<file path="src/sbf_pkg.sv">
// ----------------------------------------------------------------------------
// sbf_pkg
// Shared types and constants of the scaled blit with fill block: item
// structs, configuration image, queue command and register indexes.
// ----------------------------------------------------------------------------
package sbf_pkg;

  // sizes
  localparam int PIX_W             = 24;
  localparam int COORD_W           = 16;
  localparam int CFG_IDX_W         = 3;
  localparam int CFG_DATA_W        = 32;
  localparam int QUEUE_DEPTH       = 4;
  localparam int SRC_PITCH_DEFAULT = 256;
  localparam int SRC_DEPTH_DEFAULT = 65536;

  // register indexes
  localparam logic [CFG_IDX_W-1:0] CFG_AREA_ORIGIN = 3'd0;
  localparam logic [CFG_IDX_W-1:0] CFG_AREA_SIZE   = 3'd1;
  localparam logic [CFG_IDX_W-1:0] CFG_DST_ORIGIN  = 3'd2;
  localparam logic [CFG_IDX_W-1:0] CFG_DST_SIZE    = 3'd3;
  localparam logic [CFG_IDX_W-1:0] CFG_SRC_ORIGIN  = 3'd4;
  localparam logic [CFG_IDX_W-1:0] CFG_SRC_SIZE    = 3'd5;
  localparam logic [CFG_IDX_W-1:0] CFG_FILL_COLOR  = 3'd6;

  // item function codes
  localparam logic FUNC_LOAD   = 1'b0;
  localparam logic FUNC_RENDER = 1'b1;

  typedef struct packed {
    logic               func;
    logic [COORD_W-1:0] load_address;
    logic [PIX_W-1:0]   load_pixel;
  } in_item_t;

  typedef struct packed {
    logic [PIX_W-1:0] out_pixel;
    logic             from_source;
    logic             row_end;
    logic             frame_end;
  } out_item_t;

  // live configuration
  typedef struct packed {
    logic        [COORD_W-1:0] area_w;
    logic        [COORD_W-1:0] area_h;
    logic signed [COORD_W-1:0] dst_x;
    logic signed [COORD_W-1:0] dst_y;
    logic        [COORD_W-1:0] dst_w;
    logic        [COORD_W-1:0] dst_h;
    logic        [COORD_W-1:0] src_x;
    logic        [COORD_W-1:0] src_y;
    logic        [COORD_W-1:0] src_w;
    logic        [COORD_W-1:0] src_h;
    logic        [PIX_W-1:0]   fill;
  } cfg_t;

  typedef enum logic [1:0] {
    CMD_LOAD,
    CMD_FILL,
    CMD_SOURCE
  } cmd_kind_t;

  // command from the front part to the back part
  typedef struct packed {
    cmd_kind_t          kind;
    logic [COORD_W-1:0] load_address;
    logic [PIX_W-1:0]   load_pixel;
    logic [COORD_W-1:0] off_x;
    logic [COORD_W-1:0] off_y;
    logic               row_end;
    logic               frame_end;
  } cmd_t;

endpackage

</file>
<file path="src/sbf_queue.sv">
// ----------------------------------------------------------------------------
// sbf_queue
// Short command queue between the front and back parts.
// ----------------------------------------------------------------------------
module sbf_queue (
  input  logic          clk,
  input  logic          rst_n,
  input  logic          push,
  input  sbf_pkg::cmd_t push_data,
  input  logic          pop,
  output sbf_pkg::cmd_t head,
  output logic          empty,
  output logic          full
);

  localparam int DEPTH = sbf_pkg::QUEUE_DEPTH;
  localparam int PTR_W = $clog2(DEPTH);
  localparam int CNT_W = $clog2(DEPTH + 1);

  sbf_pkg::cmd_t    entries_r [DEPTH];
  logic [PTR_W-1:0] wr_ptr_r, wr_ptr_nxt;
  logic [PTR_W-1:0] rd_ptr_r, rd_ptr_nxt;
  logic [CNT_W-1:0] count_r, count_nxt;
  logic             do_push, do_pop;

  function automatic logic [PTR_W-1:0] ptr_inc(input logic [PTR_W-1:0] p);
    return (p == PTR_W'(DEPTH - 1)) ? '0 : p + PTR_W'(1);
  endfunction

  // flags and pointer update
  always_comb begin
    empty      = count_r == '0;
    full       = count_r == CNT_W'(DEPTH);
    head       = entries_r[rd_ptr_r];
    do_push    = push && !full;
    do_pop     = pop && !empty;
    wr_ptr_nxt = do_push ? ptr_inc(wr_ptr_r) : wr_ptr_r;
    rd_ptr_nxt = do_pop ? ptr_inc(rd_ptr_r) : rd_ptr_r;
    count_nxt  = count_r + CNT_W'(do_push) - CNT_W'(do_pop);
  end

  always_ff @(posedge clk) begin
    if (!rst_n) begin
      wr_ptr_r <= '0;
      rd_ptr_r <= '0;
      count_r  <= '0;
    end else begin
      wr_ptr_r <= wr_ptr_nxt;
      rd_ptr_r <= rd_ptr_nxt;
      count_r  <= count_nxt;
    end
  end

  // storage
  always_ff @(posedge clk) begin
    if (do_push) begin
      entries_r[wr_ptr_r] <= push_data;
    end
  end

endmodule

</file>
<file path="config.mk">
export PLATFORM = sky130hd
export DESIGN_NAME = sbf_queue
export DESIGN_NICKNAME = d
export VERILOG_FILES = /design/src/sbf_pkg.sv /design/src/sbf_queue.sv
export SDC_FILE = /design/constraint.sdc
export NUM_CORES = 1
export LEC_CHECK = 0
export ABC_AREA = 1
export BUFFER_PORTS_ARGS = -buffer_cell sky130_fd_sc_hd__clkbuf_2
export CAP_MARGIN = 20
export CORE_AREA = 2 2 149 137
export CTS_CLUSTER_SIZE = 28
export DETAILED_ROUTE_END_ITERATION = 8
export DIE_AREA = 0 0 151 139
export HOLD_SLACK_MARGIN = 0.12
export MAX_ROUTING_LAYER = met4
export PLACE_DENSITY_LB_ADDON = 0.3
export RECOVER_POWER = 100
export SLEW_MARGIN = 10
export SYNTH_ARGS = -nofsm -noshare
export SYNTH_HDL_FRONTEND = slang
export SYNTH_SLANG_ARGS = --single-unit
</file>
<file path="constraint.sdc">
create_clock -name clk -period 7.5 [get_ports clk]
set_input_delay 1.125 -clock clk [delete_from_list [all_inputs] [get_ports clk]]
set_output_delay 1.125 -clock clk [all_outputs]
set_load 0.1 [all_outputs]
</file>
==> results.md, run 1 <==
- Worst min path class: reg2reg
- Largest net degree at the start of global routing: 153
- Final Skew: 0.0262 ns
- Layout Nets: 1039
- Initial Utilization: 60.9%
- Top cells by area, synth: edfxtp_1 (77%), o21ai_0 (6.2%), nor2_1 (4.8%)
- Critical path peak fanout: 61
- Area leader, netlist: edfxtp_1
- Final period utilization: 73.0%
- Post-cts sizing count: 0
- EDFF count, synth: 304
- Final Max Tran Viols: 308
- Data arrival, critical path: 5.52 ns
- Fmax: 0.183 GHz
- GRT Total Usage: 23.2%
- Register area share after synthesis: 78.3%
- CP Class: in2reg
- Met1 Usage GRT: 30.9%
- WP data required: 7.55 ns
- CTS tree: done
- DRT iter0 DRCs: 552
- Top_reg_cell synth: edfxtp_1
- Relative slew slack: -153%
- Longest Clk Path Bufs: 3
- Final setup violation count: 0
- Drt total wl: 24.0 mm
- Htree depth: 1
- # rows: 49
- Root buf cell: clkbuf_16
- Top Usage Layer GRT: met2
- RePlAce Congestion: 0.754
- Area Overhead vs Synth: 14.2%
- Post-CTS Setup Inserts: 0
- Number of CTS-inserted buffers: 30
- Sum Neg Setup Slack: 0 ns
- DR vias: 7135
- WL/cell: 19.5 µm
- Die area: 0.0210 mm²
- Avg Synthesized Cell Area: 14.8 µm²
- Share of layout cells above drive strength 1: 8.02%
- Min cycle time layout: 5.48 ns
- Synth cell types: 28
- Final ANT Viol Nets: 0
- Vias in the first global route: 6898
- Top cell types by occurrence after synthesis: edfxtp_1 (304), nor2_1 (151), o21ai_0 (148), o22ai_1 (71), nor2_2 (16)
- Input/output buffers: 157
- First-pass GRT wire length: 36.3 mm
- GR Util met3: 5.56%
- CP endpoint kind: flop
- Die Wd: 151 µm
- Yosys warning total: 0
- Setup crit start kind: primary input
- DP HPWL: 12.6 mm
- FFs w/ async S/R, synth: 0%
- Clock transition at path regs: 0.06 ns
- Remaining DRCs: 0
- Failing checks: max-capacitance violations, max-slew violations
- Area of the mapped netlist: 0.0119 mm²
- Yosys top cell area share: 76.8%
- Grt total ovfl: 0
- Max-cap viol count: 8
- First-pass iteration count of the detailed router: 5
- Chip height: 139 µm
- Worst-margin pin slew: 3.79 ns
- Via density: 5.80
- Yosys reg bits: 313
- Initial antenna violation count: 3
- Final hold vios: 0
- Core ar.: 0.0195 mm²
- Mapped Cells: 801
- Unrepaired setup endpoints after global routing: no
- Syn_nets: 889
- Leading cell type by number of instances after synthesis: edfxtp_1
- Clock latency on the worst-skew pair: 0.55 ns
- Met2 global-route usage: 36.4%
- Sink count of the clock tree: 313
- Outcome: complete, but fails checks
- Hold Buf Count CTS: 0
- # IOs: 158
-- metal layers --
layer  share of wire, %  vias up
li1                   -     3302
met1                 40     3491
met2                 49      299
met3                8.6       43
met4                2.1        0
met5                  0        -
-- worst max-delay path, cell delays in order --
cell and delay, ns:
clkbuf_2 0.08, nand2_1 0.23, nor2_1 1.24, clkbuf_1 2.72
-- final cells by class --
| cell class | count | area (µm²) |
|---|---|---|
| clock inverter | 20 | 292 |
| antenna | 3 | 7.51 |
| timing repair buffer | 167 | 646 |
| multi-input combinational | 422 | 2140 |
| tap | 255 | 319 |
| fill | 1348 | 5920 |
| inverter | 17 | 71.3 |
| sequential | 313 | 9310 |
| clock buffer | 34 | 787 |
-- final timing paths --
kind                            cells after the start  slack (ns)                startpoint                         end
worst max-delay path                                4        2.02                      push  entries_r[2][40]$_DFFE_PP_
worst min-delay path                                2        0.52  rd_ptr_r[1]$_SDFFE_PN0N_                        flop
worst max register to register                      5        2.13     count_r[1]$_SDFF_PN0_  entries_r[2][40]$_DFFE_PP_
worst min register to register                      2        0.52  rd_ptr_r[1]$_SDFFE_PN0N_                        flop
-- stage by stage --
stage | hold slack [ns] | setup WS, ns | cell area [µm²] | instances | utilization (%)
floorplan | 0.483 | 2.58 | 11900 | 801 | -
global placement | 0.517 | 3.87 | 12700 | 1173 | 65.2
detailed placement | 0.514 | 3.72 | 12700 | 1173 | 65.2
CTS | 0.520 | 3.14 | 13800 | 1227 | 70.8
global route | 0.564 | 1.70 | 13600 | 1231 | 69.6
finish | 0.517 | 2.02 | 13600 | 1231 | 69.6
-- registers in the layout, summed over array words and instances, names as in the netlist, named ones only --
signal	count
wr_ptr_r	2
count_r	3
entries_r	304
rd_ptr_r	2
-- logic make-up after synthesis --
logic type                 share of synthesized area (%)
DFF                                                 78.3
AOI/OAI and AO/OA                                   10.8
and+or+nand+nor                                     6.20
buffers and inverters                               3.73
adders and majority gates                          0.906
xor gates and xnor gates                          0.0737
-- placed cells by master, fill, tap and decap left out, drive strengths merged, types with 8 or more instances in the layout --
master and instances:
o22ai 76, nor2 167, dfxtp 9, edfxtp 304, bufinv 8, o21ai 152, clkbuf 198, nand2 13
inv 17, clkinv 11
Power of run 1 is not shown: default switching activity piles up to over one toggle a cycle in this logic, so the estimate is an artifact.
==> run 2: changes to the inputs <==
--- a/config.mk
+++ b/config.mk
@@ -8,10 +8,10 @@
 export ABC_AREA = 1
 export BUFFER_PORTS_ARGS = -buffer_cell sky130_fd_sc_hd__clkbuf_2
 export CAP_MARGIN = 20
-export CORE_AREA = 2 2 149 137
+export CORE_AREA = 2 2 156 142
 export CTS_CLUSTER_SIZE = 28
 export DETAILED_ROUTE_END_ITERATION = 8
-export DIE_AREA = 0 0 151 139
+export DIE_AREA = 0 0 158 144
 export HOLD_SLACK_MARGIN = 0.12
 export MAX_ROUTING_LAYER = met4
 export PLACE_DENSITY_LB_ADDON = 0.3
==> constraint.sdc (replaced) <==
create_clock -name clk -period 5.1 [get_ports clk]
set_input_delay 0.765 -clock clk [delete_from_list [all_inputs] [get_ports clk]]
set_output_delay 0.765 -clock clk [all_outputs]
set_load 0.1 [all_outputs]
==> run 2 against run 1 <==
Effect of this change:
- the flow still finishes with violations (max-capacitance violations, max-slew violations)
- first-iteration DRC count shrank 6.0%
- non-clock buffer count up 3
- utilization shrank 5.5 points
- hold slack worse by 0.040 ns
- wire length is 4.1% lower
- register-to-register slack got worse by 0.87 ns
- global-route usage down 2.6 points
- sequential share of layout area down 0.50 points
- via count down 2.4%
- worst setup slack worse by 1.2 ns
==> results.md, run 2 (synthesized netlist as in run 1, its figures left out) <==
- Final Skew: 0.0161 ns (-0.0101 ns)
- Worst min-delay path endpoint: entries_r[1][2]$_DFFE_PP_
- Via density: 5.49 (-5.3%)
- Metal2 WL: 11.1 mm (-6.8%)
- Post-cts sizing count: 0 (unchanged)
- First-pass GRT wire length: 34.7 mm (-4.3%)
- Biggest registers after layout: entries_r: 304 flops, count_r: 3 flops
- Hold_sp: push_data[2]
- Final Max Tran Viols: 381 (+24%)
- Largest Register: entries_r
- Critical path peak fanout: 152 (+150%)
- Hold Path Depth: 1 (-1)
- Failing checks: max-capacitance violations, max-slew violations
- Die Wd: 158 µm (+4.6%)
- DR vias: 6964 (-2.4%)
- Share of layout cells above drive strength 1: 16.0% (+8.0 points)
- Hold Buf Count CTS: 0 (unchanged)
- Clock transition at path regs: 0.06 ns (about the same)
- Clock latency on the worst-skew pair: 0.54 ns (about the same)
- Reg-to-Reg End: entries_r[0][31]$_DFFE_PP_
- Min cycle time layout: 4.26 ns
- DR WL met3: 2.00 mm (-2.7%)
- WP data required: 4.34 ns (-3.21 ns)
- Input/output buffers: 157 (unchanged)
- Worst min path class: in2reg
- Drt total wl: 23.1 mm (-4.1%)
- Final ANT Viol Nets: 0 (unchanged)
- # IOs: 158 (unchanged)
- Max-cap viol count: 7 (-1)
- Data arrival, critical path: 3.50 ns (-2.02 ns)
- Initial Utilization: 55.8% (-5.2 points)
- Worst-margin pin slew: 2.54 ns (-1.25 ns)
- R2r worst-path depth: 5 (unchanged)
- CP endpoint kind: output pin
- Largest net degree at the start of global routing: 153 (unchanged)
- WL/cell: 18.2 µm (-7.0%)
- Grt total ovfl: 0 (unchanged)
- Unrepaired setup endpoints after global routing: no
- Fmax: 0.235 GHz
- Final hold vios: 0 (unchanged)
- Number of CTS-inserted buffers: 31 (+3.3%)
- Outcome: complete, but fails checks
- CP Class: reg2out
- Sum Neg Setup Slack: 0 ns (unchanged)
- Area Overhead vs Synth: 15.0%
- Initial antenna violation count: 1 (-2)
- Setup crit start kind: flop
- Commonest non-fill, non-tap cell in the layout: edfxtp_1
- Root buf cell: clkbuf_16
- Layout Nets: 1043 (+0.38%)
- RePlAce Congestion: 0.749 (-0.66%)
- Htree depth: 1 (unchanged)
- DRT iter0 DRCs: 519 (-6.0%)
- Die area: 0.0228 mm² (+8.4%)
- Relative slew slack: -69.1% (+84 points)
- Commonest non-fill, non-tap cells in the layout: edfxtp_1 (304), nor2_1 (149), o21ai_0 (148)
- M1 wire length: 9.47 mm (-1.5%)
- Longest Clk Path Bufs: 3 (unchanged)
- Worst r2r src: count_r[1]$_SDFF_PN0_
- Sink count of the clock tree: 313 (unchanged)
- First-pass iteration count of the detailed router: 5 (unchanged)
- Post-CTS Setup Inserts: 0 (unchanged)
- GRT Total Usage: 20.6% (-2.6 points)
- Vias in the first global route: 6667 (-3.3%)
- Remaining DRCs: 0 (unchanged)
- CTS tree: done
- Final period utilization: 83.6%
- Final setup violation count: 0 (unchanged)
- DP HPWL: 12.6 mm (-0.18%)
- Top Layer Used: met4
- R2R setup slack: 1.26 ns (-0.87 ns)
- Chip height: 144 µm (+3.6%)
- Max FFs per register: 304 (unchanged)
- Core ar.: 0.0213 mm² (+9.3%)
- # rows: 51 (+4.1%)
==> run 2: how the worst max path moves through the flow <==
stage,to,startpoint,cells past startpoint
detailed placement,head[55],flop,4
floorplan,entries_r[0][0]$_DFFE_PP_,push,2
finish,head[62],flop,4
CTS,head[55],flop,4
global placement,head[55],flop,4
global route,head[63],flop,4
==> run 2: per-layer routing <==
layer  GRT usage, %  vias to the layer above
met1           25.8                     3398
met5              -                        -
met3           5.72                       35
met4           6.31                        0
li1               -                     3307
met2           33.3                      224
==> run 2: area by class of cell <==
type	instances	area [µm²]
clock buffer	38	842
tap	291	364
fill	1615	7640
sequential	313	9310
multi-input combinational	422	2140
inverter	17	66.3
timing repair buffer	170	752
antenna	2	5.00
clock inverter	16	184
==> run 2: through the flow <==
stage	util, %	hold slack (ns)	instances	setup slack [ns]	area, µm²
2_1_floorplan	-	0.483	801	0.539	11900
3_3_place_gp	60.1	0.508	1212	1.92	12800
3_5_place_dp	60.1	0.513	1212	1.88	12800
4_1_cts	64.9	0.415	1266	1.30	13800
5_1_grt	64.1	0.470	1268	0.571	13700
6_report	64.1	0.476	1269	0.839	13700
==> run 2: critical path: stages, from the launching register on <==
cell and delay [ns]:
dfxtp_4 0.54, inv_4 1.14, nor2_1 0.08, o22ai_1 0.26
clkbuf_1 0.89
Power of run 2 is left out for the same reason.
