--- src/sbf_pkg.sv ---
// ----------------------------------------------------------------------------
// sbf_pkg
// Shared types and constants of the scaled blit with fill block: item
// structs, configuration image, queue command and register indexes.
// ----------------------------------------------------------------------------
package sbf_pkg;

  // sizes
  localparam int PIX_W             = 24;
  localparam int COORD_W           = 16;
  localparam int CFG_IDX_W         = 3;
  localparam int CFG_DATA_W        = 32;
  localparam int QUEUE_DEPTH       = 4;
  localparam int SRC_PITCH_DEFAULT = 256;
  localparam int SRC_DEPTH_DEFAULT = 65536;

  // register indexes
  localparam logic [CFG_IDX_W-1:0] CFG_AREA_ORIGIN = 3'd0;
  localparam logic [CFG_IDX_W-1:0] CFG_AREA_SIZE   = 3'd1;
  localparam logic [CFG_IDX_W-1:0] CFG_DST_ORIGIN  = 3'd2;
  localparam logic [CFG_IDX_W-1:0] CFG_DST_SIZE    = 3'd3;
  localparam logic [CFG_IDX_W-1:0] CFG_SRC_ORIGIN  = 3'd4;
  localparam logic [CFG_IDX_W-1:0] CFG_SRC_SIZE    = 3'd5;
  localparam logic [CFG_IDX_W-1:0] CFG_FILL_COLOR  = 3'd6;

  // item function codes
  localparam logic FUNC_LOAD   = 1'b0;
  localparam logic FUNC_RENDER = 1'b1;

  typedef struct packed {
    logic               func;
    logic [COORD_W-1:0] load_address;
    logic [PIX_W-1:0]   load_pixel;
  } in_item_t;

  typedef struct packed {
    logic [PIX_W-1:0] out_pixel;
    logic             from_source;
    logic             row_end;
    logic             frame_end;
  } out_item_t;

  // live configuration
  typedef struct packed {
    logic        [COORD_W-1:0] area_w;
    logic        [COORD_W-1:0] area_h;
    logic signed [COORD_W-1:0] dst_x;
    logic signed [COORD_W-1:0] dst_y;
    logic        [COORD_W-1:0] dst_w;
    logic        [COORD_W-1:0] dst_h;
    logic        [COORD_W-1:0] src_x;
    logic        [COORD_W-1:0] src_y;
    logic        [COORD_W-1:0] src_w;
    logic        [COORD_W-1:0] src_h;
    logic        [PIX_W-1:0]   fill;
  } cfg_t;

  typedef enum logic [1:0] {
    CMD_LOAD,
    CMD_FILL,
    CMD_SOURCE
  } cmd_kind_t;

  // command from the front part to the back part
  typedef struct packed {
    cmd_kind_t          kind;
    logic [COORD_W-1:0] load_address;
    logic [PIX_W-1:0]   load_pixel;
    logic [COORD_W-1:0] off_x;
    logic [COORD_W-1:0] off_y;
    logic               row_end;
    logic               frame_end;
  } cmd_t;

endpackage

--- src/sbf_front.sv ---
// ----------------------------------------------------------------------------
// sbf_front
// Accepts items, walks the area in raster order and classifies each render
// as fill or source pixel, handing a command on unless the area is empty.
// ----------------------------------------------------------------------------
module sbf_front (
  input  logic             clk,
  input  logic             rst_n,
  input  logic             in_accept,
  input  sbf_pkg::in_item_t in_item,
  input  sbf_pkg::cfg_t    cfg,
  output logic             cmd_valid,
  output sbf_pkg::cmd_t    cmd
);

  localparam int CW = sbf_pkg::COORD_W;

  logic [CW-1:0] col_r, col_nxt;
  logic [CW-1:0] row_r, row_nxt;

  logic              area_empty;
  logic signed [CW+1:0] dx_ext, dy_ext, ex_ext, ey_ext;
  logic [CW-1:0]     start_x, end_x, start_y, end_y;
  logic              in_rect;
  logic              row_end, frame_end;
  logic              is_render;

  // clamp a signed edge into [0, hi]
  function automatic logic [CW-1:0] clamp_edge(input logic signed [CW+1:0] v,
                                              input logic [CW-1:0] hi);
    logic [CW-1:0] res;
    if (v < 0) begin
      res = '0;
    end else if (v > $signed({2'b00, hi})) begin
      res = hi;
    end else begin
      res = v[CW-1:0];
    end
    return res;
  endfunction

  // clip rectangle and classification
  always_comb begin
    area_empty = (cfg.area_w == '0) || (cfg.area_h == '0);
    dx_ext     = {{2{cfg.dst_x[CW-1]}}, cfg.dst_x};
    dy_ext     = {{2{cfg.dst_y[CW-1]}}, cfg.dst_y};
    ex_ext     = dx_ext + $signed({2'b00, cfg.dst_w});
    ey_ext     = dy_ext + $signed({2'b00, cfg.dst_h});
    start_x    = clamp_edge(dx_ext, cfg.area_w);
    end_x      = clamp_edge(ex_ext, cfg.area_w);
    start_y    = clamp_edge(dy_ext, cfg.area_h);
    end_y      = clamp_edge(ey_ext, cfg.area_h);
    in_rect    = (col_r >= start_x) && (col_r < end_x) &&
                 (row_r >= start_y) && (row_r < end_y);
    row_end    = col_r >= (cfg.area_w - CW'(1));
    frame_end  = row_end && (row_r >= (cfg.area_h - CW'(1)));
    is_render  = in_item.func == sbf_pkg::FUNC_RENDER;
  end

  // command toward the queue
  always_comb begin
    cmd_valid          = in_accept && (!is_render || !area_empty);
    cmd.kind           = !is_render ? sbf_pkg::CMD_LOAD :
                         (in_rect ? sbf_pkg::CMD_SOURCE : sbf_pkg::CMD_FILL);
    cmd.load_address   = in_item.load_address;
    cmd.load_pixel     = in_item.load_pixel;
    cmd.off_x          = col_r - cfg.dst_x;
    cmd.off_y          = row_r - cfg.dst_y;
    cmd.row_end        = row_end;
    cmd.frame_end      = frame_end;
  end

  // raster position
  always_comb begin
    col_nxt = col_r;
    row_nxt = row_r;
    if (in_accept && is_render) begin
      if (area_empty) begin
        col_nxt = '0;
        row_nxt = '0;
      end else if (row_end) begin
        col_nxt = '0;
        row_nxt = frame_end ? '0 : row_r + CW'(1);
      end else begin
        col_nxt = col_r + CW'(1);
      end
    end
  end

  always_ff @(posedge clk) begin
    if (!rst_n) begin
      col_r <= '0;
      row_r <= '0;
    end else begin
      col_r <= col_nxt;
      row_r <= row_nxt;
    end
  end

endmodule

--- config.mk ---
export PLATFORM = sky130hd
export DESIGN_NAME = sbf_front
export DESIGN_NICKNAME = d
export VERILOG_FILES = /design/src/sbf_pkg.sv /design/src/sbf_front.sv
export SDC_FILE = /design/constraint.sdc
export NUM_CORES = 1
export LEC_CHECK = 0
export CAP_MARGIN = 15
export CORE_MARGIN = 8
export CORE_UTILIZATION = 45
export CTS_BUF_LIST = sky130_fd_sc_hd__clkbuf_4 sky130_fd_sc_hd__clkbuf_8 sky130_fd_sc_hd__clkbuf_16
export DETAILED_ROUTE_END_ITERATION = 6
export DONT_BUFFER_PORTS = 1
export PLACE_DENSITY_LB_ADDON = 0.3
export SETUP_SLACK_MARGIN = 0.02
export SLEW_MARGIN = 30
export SYNTH_ARGS = -nofsm -noshare
export SYNTH_HDL_FRONTEND = slang
export SYNTH_SLANG_ARGS = --single-unit
export TNS_END_PERCENT = 1
--- constraint.sdc ---
create_clock -name clk -period 11.3 [get_ports clk]
set_clock_uncertainty 0.05 [all_clocks]
set_input_delay 0.565 -clock clk [delete_from_list [all_inputs] [get_ports clk]]
set_output_delay 0.565 -clock clk [all_outputs]
set_load 0.02 [all_outputs]
==> results.yml, run 1 <==
run_status:
  run_status: "finished clean"
routing:
  drc: 0
  ant_nets: 0
  drtIter0Drc: 457
  totalWireLength_microns: 27700
  firstDrtPassIters: 6
  wl_per_cell_microns: 18.4
  viasPerCell: 6.01
  vias: 9075
global_routing:
  grt_pass1_wl_microns: 44600
  grt_overflow_total: 0
  antenna_found_initial: 0
  grt_usage_pct: 20.3
  grt_max_degree: 24
  first_global_vias: 8876
synth:
  ys_types: 71
  syn_area_sq_um: 9710
  synth_nets: 1745
  async_flop_share_pct: 0
  ys_seq_elements: 32
  ys.flop_type: "dfxtp_1"
  synth_edf_count: 0
  synth_warnings: 0
  ys_seq_area_share_pct: 6.59
  synth_area_per_cell_sq_um: 7.56
  syn_inst: 1285
cts:
  clkLatencyLatePin_ns: 0.28
  clock-sinks: 32
  cts_setup_buffers: 0
  clockRootBuffer: "clkbuf_16"
  numCtsBuffers: 5
  path_clk_slew_ns: 0.06
  cts_buffer_depth: 2
  ctsResizeCount: 0
  holdBufCountCts: 0
  h-tree-depth: 2
  cts_tree: "yes"
worst_setup_path:
  rrSetupSlack_ns: 8.03
  crit_slowest_cell: "o22ai_2"
  r2r_end: "row_r[2]"
  crit_path_max_fanout: 18
  crit_cells: 25
  worstSetupPathType: "primary input to primary output"
  end_kind: "primary output"
  rr_worst_depth: 12
  path_buf_inv: 0
  start_kind: "primary input"
  reg2reg_from: "row_r[0]"
  cp_slowest_stage_delay_ns: 0.77
  cp.required_ns: 10.69
  crit_family: "compound AO/OA/AOI/OAI gates"
  cp_common_cell: "ha_1"
  worstSetupStartpoint: "cfg[107]"
  crit_path_end: "cmd[75]"
  crit_arrival_ns: 7.03
floorplan:
  coreArea_sq_um: 21100
  dieArea_sq_um: 26500
  io_pins: 305
  die_h_microns: 163
  die_x_microns: 163
  rows: 53
  initial_core_util_pct: 46.1
timing:
  hold_violations: 0
  finalCritPeriodShare_pct: 67.6
  worst_pin_slew_ns: 0.917
  period_needed_ns: 7.64
  slew_headroom_pct: 38.9
  rsz0062_at_grt: "no"
  tns_ns: 0
  fmax_ghz: 0.131
  drv_slew: 0
  whs_ns: 0.359
  setup_viol: 0
power:
  switchingPower_w: 0.000269
  switching_share_pct: 43.2
  seq_power_share_pct: 18.3
  clkPwrFrac_pct: 20.9
  cellPowerDensity_nw_per_um2: 63.4
  irDropWorstVdd_mv: 0.0503
  p_int_w: 0.000354
  p_leak_nw: 4.83
  combPwrFrac_pct: 60.8
layout:
  post-route-util_pct: 46.6
  layout_commonest_cell: "ha_1"
  drive_above_1_share_pct: 3.40
  finalNonFillerCells: 1509
  diodes: 0
  final_nets: 1694
  syn_to_final_growth_pct: 1.25
  final_cell_mix: "228 x ha_1, 114 x nor2_1, 106 x inv_1"
min_path:
  min_path_type: "primary input to flop"
  min_from: "rst_n"
placement:
  gp_congestion: 0.885
  port-buffer-count: 0
  dp_cells: 1502
  hpwl_microns: 23800
flow_run:
  cap_violations: 0
## per-layer routing
layer	share of wire (%)	track usage (%)	vias to the layer above
met5	0	0	-
li1	-	-	4584
met3	7.0	3.61	31
met1	44	24.9	4224
met4	2.2	5.63	0
met2	47	35.8	236
## power by group through the flow
stage / Combinational, W / Clock (W) / Sequential (W)
3_3_place_gp: 0.000368 / 0 / 0.000117
3_5_place_dp: 0.000376 / 0 / 0.000117
5_1_grt: 0.000426 / 0.000136 / 0.000114
6_report: 0.000379 / 0.000130 / 0.000114
2_1_floorplan: 0.000314 / 0 / 0.000116
4_1_cts: 0.000378 / 0.000131 / 0.000114
## synth_stat cells (all sizes together), types with 30 or more instances
cell type | n | area, sq um
nand4 | 34 | 219
inv | 110 | 413
nand3 | 36 | 180
nor3 | 30 | 150
a21oi | 95 | 475
a21o | 53 | 398
dfxtp | 32 | 641
nand2 | 73 | 274
o21ai | 51 | 255
ha | 228 | 2850
nor2 | 115 | 434
xnor2 | 71 | 622
buf | 46 | 344
## cell type report
type / count / area [sq um]
inverters: 110 / 413
clock buffers: 6 / 133
fillers: 2157 / 11300
well taps: 275 / 344
clock inverters: 1 / 5.00
repair buffers: 6 / 45.0
multi-input cells: 1079 / 8260
flip-flops and latches: 32 / 641
## cells by family after synthesis
kind of cell	Yosys count	synth area share, %
buf+inv	174	8.49
simple gates	392	20.3
fa+ha+maj	232	30.2
compound gates	333	22.9
mux	30	3.26
flops	32	6.59
xor+xnor	92	8.29
## worst min path at each step
stage	endpoint	cells after the start
2_1_floorplan	row_r[0]	2
3_3_place_gp	row_r[0]	2
3_5_place_dp	row_r[0]	2
4_1_cts	row_r[1]	1
5_1_grt	row_r[1]	1
6_report	row_r[1]	1
## stage by stage
step | setup WS [ns] | cell area, sq um | power, W
after CTS | 3.69 | 9840 | 0.000623
after global routing | 3.29 | 9840 | 0.000677
final | 3.66 | 9840 | 0.000624
after floorplan | 4.74 | 9710 | 0.000431
after detailed placement | 3.70 | 9700 | 0.000492
after global placement | 3.80 | 9700 | 0.000485
## registers in the layout, indices dropped and copies added, names as in the netlist
signal,cells
col_r,16
row_r,16
No activity file was read; power rests on OpenSTA's default activity.
==> run 2: changes to the inputs <==
--- a/config.mk
+++ b/config.mk
@@ -5,6 +5,7 @@
 export SDC_FILE = /design/constraint.sdc
 export NUM_CORES = 1
 export LEC_CHECK = 0
+export ABC_AREA = 1
 export CAP_MARGIN = 15
 export CORE_MARGIN = 8
 export CORE_UTILIZATION = 45
==> constraint.sdc (replaced) <==
create_clock -name clk -period 8 [get_ports clk]
set_clock_uncertainty 0.05 [all_clocks]
set_input_delay 0.4 -clock clk [delete_from_list [all_inputs] [get_ports clk]]
set_output_delay 0.4 -clock clk [all_outputs]
set_load 0.02 [all_outputs]
==> results.yml, run 2 <==
layout:
  drive_above_1_share_pct: 3.44
  nFillCells: 2380
  syn_to_final_growth_pct: 1.32
  layout_commonest_cell: "nand2_1"
  final_nets: 1971
  final_cell_mix: "301 x nand2_1, 253 x inv_1, 228 x ha_1"
  diodes: 0
  largest_registers: "col_r (16), row_r (16)"
  finalNonFillerCells: 1797
min_path:
  min_from: "rst_n"
  min_path_cells: 2
  hold_end: "row_r[3]"
  min_path_type: "primary input to flop"
synth:
  synthMuxAreaShare_pct: 0
  synth.top_cell.area_share_pct: 28.1
  syn_area_sq_um: 10200
  synth_nets: 2024
  synthAdderAreaFrac_pct: 28.9
  synth-compound-area-share_pct: 16.9
  ys.flop_type: "dfxtp_1"
  synth_warnings: 0
  synth_top_cell_by_area: "ha_1"
  ys_top_cells_by_area: "ha_1 28%, nand2_1 11%, inv_1 9.3%"
  synth_top_family_by_area: "adder cells"
  synth_area_per_cell_sq_um: 6.50
  yosysMostFrequentCell: "nand2_1"
  yosys-top-cells-count: "301 x nand2_1, 253 x inv_1, 228 x ha_1"
  ys_seq_area_share_pct: 6.30
  synth-simple-area-share_pct: 25.4
  async_flop_share_pct: 0
  synth_edf_count: 0
  ys_seq_elements: 32
  ys_types: 45
  syn_inst: 1564
  synthXorXnorAreaFrac_pct: 8.96
global_routing:
  grt.met1_usage_pct: 24.8
  antenna_found_initial: 0
  gr-usage-met3_pct: 3.85
  grtUsageMet2_pct: 34.1
  grt_pass1_wl_microns: 45800
  grt_max_degree: 32
  grt_overflow_total: 0
  first_global_vias: 9300
  grt_usage_pct: 19.7
  gr-max-usage-layer: "met2"
timing:
  fmax_ghz: 0.163
  setup_viol: 0
  fin_ws_ns: 1.86
  rsz0062_at_grt: "no"
  hold_violations: 0
  drv_slew: 0
  finalCritPeriodShare_pct: 76.7
  whs_ns: 0.201
  tns_ns: 0
  worst_pin_slew_ns: 0.926
  period_needed_ns: 6.14
  slew_headroom_pct: 38.3
routing:
  wl_per_cell_microns: 15.8
  vias: 9746
  firstDrtPassIters: 5
  drc: 0
  ant_nets: 0
  viasPerCell: 5.42
  totalWireLength_microns: 28400
  drtIter0Drc: 571
worst_setup_path:
  crit_slowest_cell: "a2111oi_0"
  end_kind: "primary output"
  cp_common_cell: "inv_1"
  rr_worst_depth: 14
  reg2reg_from: "col_r[0]"
  start_kind: "primary input"
  rrSetupSlack_ns: 4.88
  r2r_end: "row_r[15]"
  cp_slowest_stage_delay_ns: 0.46
  cp.required_ns: 7.55
  crit_path_max_fanout: 16
  crit_family: "compound AO/OA/AOI/OAI gates"
  crit_arrival_ns: 5.69
  worstSetupPathType: "primary input to primary output"
  path_buf_inv: 6
floorplan:
  io_pins: 305
  die_h_microns: 166
  die_x_microns: 166
  rows: 55
  coreArea_sq_um: 22400
  initial_core_util_pct: 45.3
  dieArea_sq_um: 27700
cts:
  path_clk_slew_ns: 0.06
  cts_buffer_depth: 2
  clock-sinks: 32
  ctsResizeCount: 0
  numCtsBuffers: 5
  clockRootBuffer: "clkbuf_16"
  clkLatencyLatePin_ns: 0.28
  cts_setup_buffers: 0
  h-tree-depth: 2
  cts_tree: "yes"
  holdBufCountCts: 0
run_status:
  run_status: "finished clean"
power:
  switchingPower_w: 0.000417
  irDropWorstVdd_mv: 0.0930
  p_int_w: 0.000502
  p_leak_nw: 5.39
  switching_share_pct: 45.4
  total_power_w: 0.000920
  seq_power_share_pct: 17.5
  clkPwrFrac_pct: 24.3
  cellPowerDensity_nw_per_um2: 89.3
  combPwrFrac_pct: 58.2
placement:
  port-buffer-count: 0
  preCtsSetupSlack_ns: 1.84
  dp_cells: 1789
  hpwl_microns: 24800
  gp_congestion: 0.896
flow_run:
  cap_violations: 0
[run 2: changes by cell type after synthesis, moves of 17 or more]
cell	delta
nand2_1	+228
inv_1	+147
nand3_1	+60
xor2_1	+59
a21o_1	-49
xnor2_1	-47
a21oi_1	+34
nor2_1	-22
and3_1	-20
mux2i_1	-17
[run 2: cell type report]
cell class	count	area, sq um	share of cell area (%)
sequential	32	641	6.22
timing repair buffer	1	7.51	0.0729
tap	285	357	3.46
multi-input combinational	1210	8140	79.1
clock inverter	3	46.3	0.450
inverter	261	980	9.51
clock buffer	5	125	1.21
[run 2: per-stage QoR]
step | util (%) | cell area, sq um
floorplan | - | 10200
global placement | 45.1 | 10100
detailed placement | 45.1 | 10100
CTS | 45.9 | 10300
global route | 45.9 | 10300
finish | 45.9 | 10300
[run 2: logic make-up after synthesis]
logic type,count (synthesis)
AND/OR/NAND/NOR,582
adder cells (fa/ha/maj),232
XOR/XNOR,104
flip-flops,32
buffers and inverters,322
AO/OA/AOI/OAI,292
[run 2: layer usage]
metal | vias to the layer above | wire, microns | part of all wire [%]
met5 | - | 0 | 0
met2 | 202 | 12900 | 45
li1 | 5099 | - | -
met3 | 34 | 1700 | 6.0
met1 | 4411 | 13300 | 47
met4 | 0 | 508 | 1.8
[run 2: worst max-delay path by stage]
stage,end,slack (ns),from,depth (start not counted)
2_1_floorplan,cmd[75],3.04,cfg[88],33
3_3_place_gp,cmd[75],1.84,cfg[88],33
3_5_place_dp,cmd[75],1.84,cfg[88],33
4_1_cts,cmd[75],1.81,cfg[88],33
5_1_grt,cmd[75],1.22,cfg[88],33
6_report,cmd[75],1.86,cfg[104],30
[run 2: power by group through the flow]
| stage | Clock (W) | Sequential [W] | Combinational, W |
|---|---|---|---|
| final | 0.000223 | 0.000161 | 0.000535 |
| after global placement | 0 | 0.000165 | 0.000520 |
| after CTS | 0.000226 | 0.000161 | 0.000534 |
| after global routing | 0.000234 | 0.000161 | 0.000616 |
| after floorplan | 0 | 0.000164 | 0.000456 |
| after detailed placement | 0 | 0.000165 | 0.000531 |
==> run 3: changes to the inputs <==
==> constraint.sdc (replaced) <==
create_clock -name clk -period 5.1 [get_ports clk]
set_clock_uncertainty 0.05 [all_clocks]
set_input_delay 0.255 -clock clk [delete_from_list [all_inputs] [get_ports clk]]
set_output_delay 0.255 -clock clk [all_outputs]
set_load 0.02 [all_outputs]
==> results.yml, run 3 (synthesis gave the netlist of run 2 again) <==
worst_setup_path:
  crit_arrival_ns: 4.77
  reg2reg_from: "row_r[9]"
  rrSetupSlack_ns: 2.15
  cp_slowest_stage_delay_ns: 0.40
  cp.required_ns: 4.80
  cp_common_cell: "nand2_2"
  crit_slowest_cell: "fa_2"
  worstSetupStartpoint: "cfg[104]"
  worstSetupPathType: "primary input to primary output"
  start_kind: "primary input"
  rr_worst_depth: 14
  crit_path_max_fanout: 7
  r2r_end: "row_r[15]"
  end_kind: "primary output"
floorplan:
  initial_core_util_pct: 45.3
  die_x_microns: 166
  io_pins: 305
  die_h_microns: 166
  coreArea_sq_um: 22400
  dieArea_sq_um: 27700
  rows: 55
layout:
  layout_commonest_cell: "nand2_1"
  nFillCells: 2266
  final_area_sq_um: 11100
  drive_above_1_share_pct: 10.8
  final_cell_mix: "291 x nand2_1, 247 x inv_1, 220 x ha_1"
  final_nets: 2035
  syn_to_final_growth_pct: 9.59
  diodes: 0
  finalNonFillerCells: 1861
  largest_registers: "col_r (16), row_r (16)"
  post-route-util_pct: 49.7
cts:
  numCtsBuffers: 5
  holdBufCountCts: 0
  clockRootBuffer: "clkbuf_16"
  h-tree-depth: 2
  cts_buffer_depth: 2
  cts_tree: "yes"
  clkLatencyLatePin_ns: 0.28
  path_clk_slew_ns: 0.05
  clock-sinks: 32
routing:
  firstDrtPassIters: 5
  drtIter0Drc: 542
  totalWireLength_microns: 29200
  viasPerCell: 5.40
  drc: 0
  vias: 10100
  ant_nets: 0
  wl_per_cell_microns: 15.7
placement:
  gp_congestion: 0.911
  hpwl_microns: 25300
  port-buffer-count: 0
  dp_cells: 1844
  placed_area_sq_um: 10500
timing:
  period_needed_ns: 5.07
  whs_ns: 0.0688
  slew_headroom_pct: 54.2
  hold_violations: 0
  finalCritPeriodShare_pct: 99.5
  worst_pin_slew_ns: 0.680
  tns_ns: 0
  fmax_ghz: 0.197
  rsz0062_at_grt: "yes"
  setup_viol: 0
  drv_slew: 0
global_routing:
  grt_pass1_wl_microns: 47400
  grt_overflow_total: 0
  grt_max_degree: 24
  grt_usage_pct: 20.4
  first_global_vias: 9482
  antenna_found_initial: 0
min_path:
  min_path_type: "primary input to flop"
  min_path_cells: 2
  hold_end: "row_r[3]"
  min_from: "rst_n"
power:
  clkPwrFrac_pct: 22.5
  seq_power_share_pct: 15.5
  cellPowerDensity_nw_per_um2: 147
  switchingPower_w: 0.000703
  p_int_w: 0.000932
  combPwrFrac_pct: 62.1
  switching_share_pct: 43.0
  irDropWorstVdd_mv: 0.0900
  p_leak_nw: 5.75
flow_run:
  cap_violations: 0
run_status:
  run_status: "finished clean"
run 3: cell types whose count changed in the layout (fill, tap and decap cells not counted), moves of 8 or more:
cell | previous run | this run
a21oi_1 | 129 | 118
buf_4 | 1 | 63
ha_1 | 228 | 220
a21oi_2 | 2 | 11
nand2_1 | 301 | 291
nand2_2 | 8 | 17
run 3: power groups by stage:
stage | combinational (W) | clock (W) | sequential (W)
6_report | 0.00102 | 0.000368 | 0.000253
5_1_grt | 0.00115 | 0.000383 | 0.000253
4_1_cts | 0.000922 | 0.000372 | 0.000253
3_5_place_dp | 0.000915 | 0 | 0.000258
3_3_place_gp | 0.000896 | 0 | 0.000258
2_1_floorplan | 0.000715 | 0 | 0.000257
run 3: per-stage QoR:
stage / setup WS, ns / total power (W)
global placement: -0.00977 / 0.00115
floorplan: 0.433 / 0.000972
CTS: 0.0526 / 0.00155
finish: 0.0263 / 0.00164
global route: -0.289 / 0.00179
detailed placement: -0.103 / 0.00117
run 3: worst max path at each step:
| stage | to | depth (start not counted) |
|---|---|---|
| final | cmd[75] | 31 |
| after global routing | cmd[75] | 31 |
| after CTS | cmd[74] | 30 |
| after detailed placement | cmd[75] | 30 |
| after global placement | cmd[75] | 32 |
| after floorplan | cmd[75] | 33 |
run 3: final cells by class:
cell class              count  area (sq um)  area share [%]
flip-flops and latches     32           641            5.75
well taps                 285           357            3.20
multi-input cells        1210          8480            76.1
clock inverters             1          30.0           0.270
repair buffers             65           495            4.45
inverters                 261           983            8.83
clock buffers               7           153            1.37
run 3: per-layer routing:
| layer | vias to the layer above | wire [microns] | GRT usage, % |
|---|---|---|---|
| met3 | 26 | 1820 | 3.80 |
| met1 | 4576 | 13400 | 26.1 |
| met2 | 233 | 13500 | 35.2 |
| met4 | 0 | 421 | 3.84 |
| met5 | - | 0 | 0 |
| li1 | 5219 | - | - |
run 3: worst max-delay path: cells and delay by family:
kind	cells	cell delay, ns
AO/OA/AOI/OAI	7	1.40
AND/OR/NAND/NOR	15	1.45
buffers and inverters	4	0.39
adder cells (fa/ha/maj)	4	1.08
XOR/XNOR	1	0.16
run 3: what timing repair did:
action                     4_1_cts  5_1_grt
pin swaps                        1       26
setup endpoints to repair        2        2
cloned                           0        0
gates resized for setup          4       66
buffers inserted                 0        9
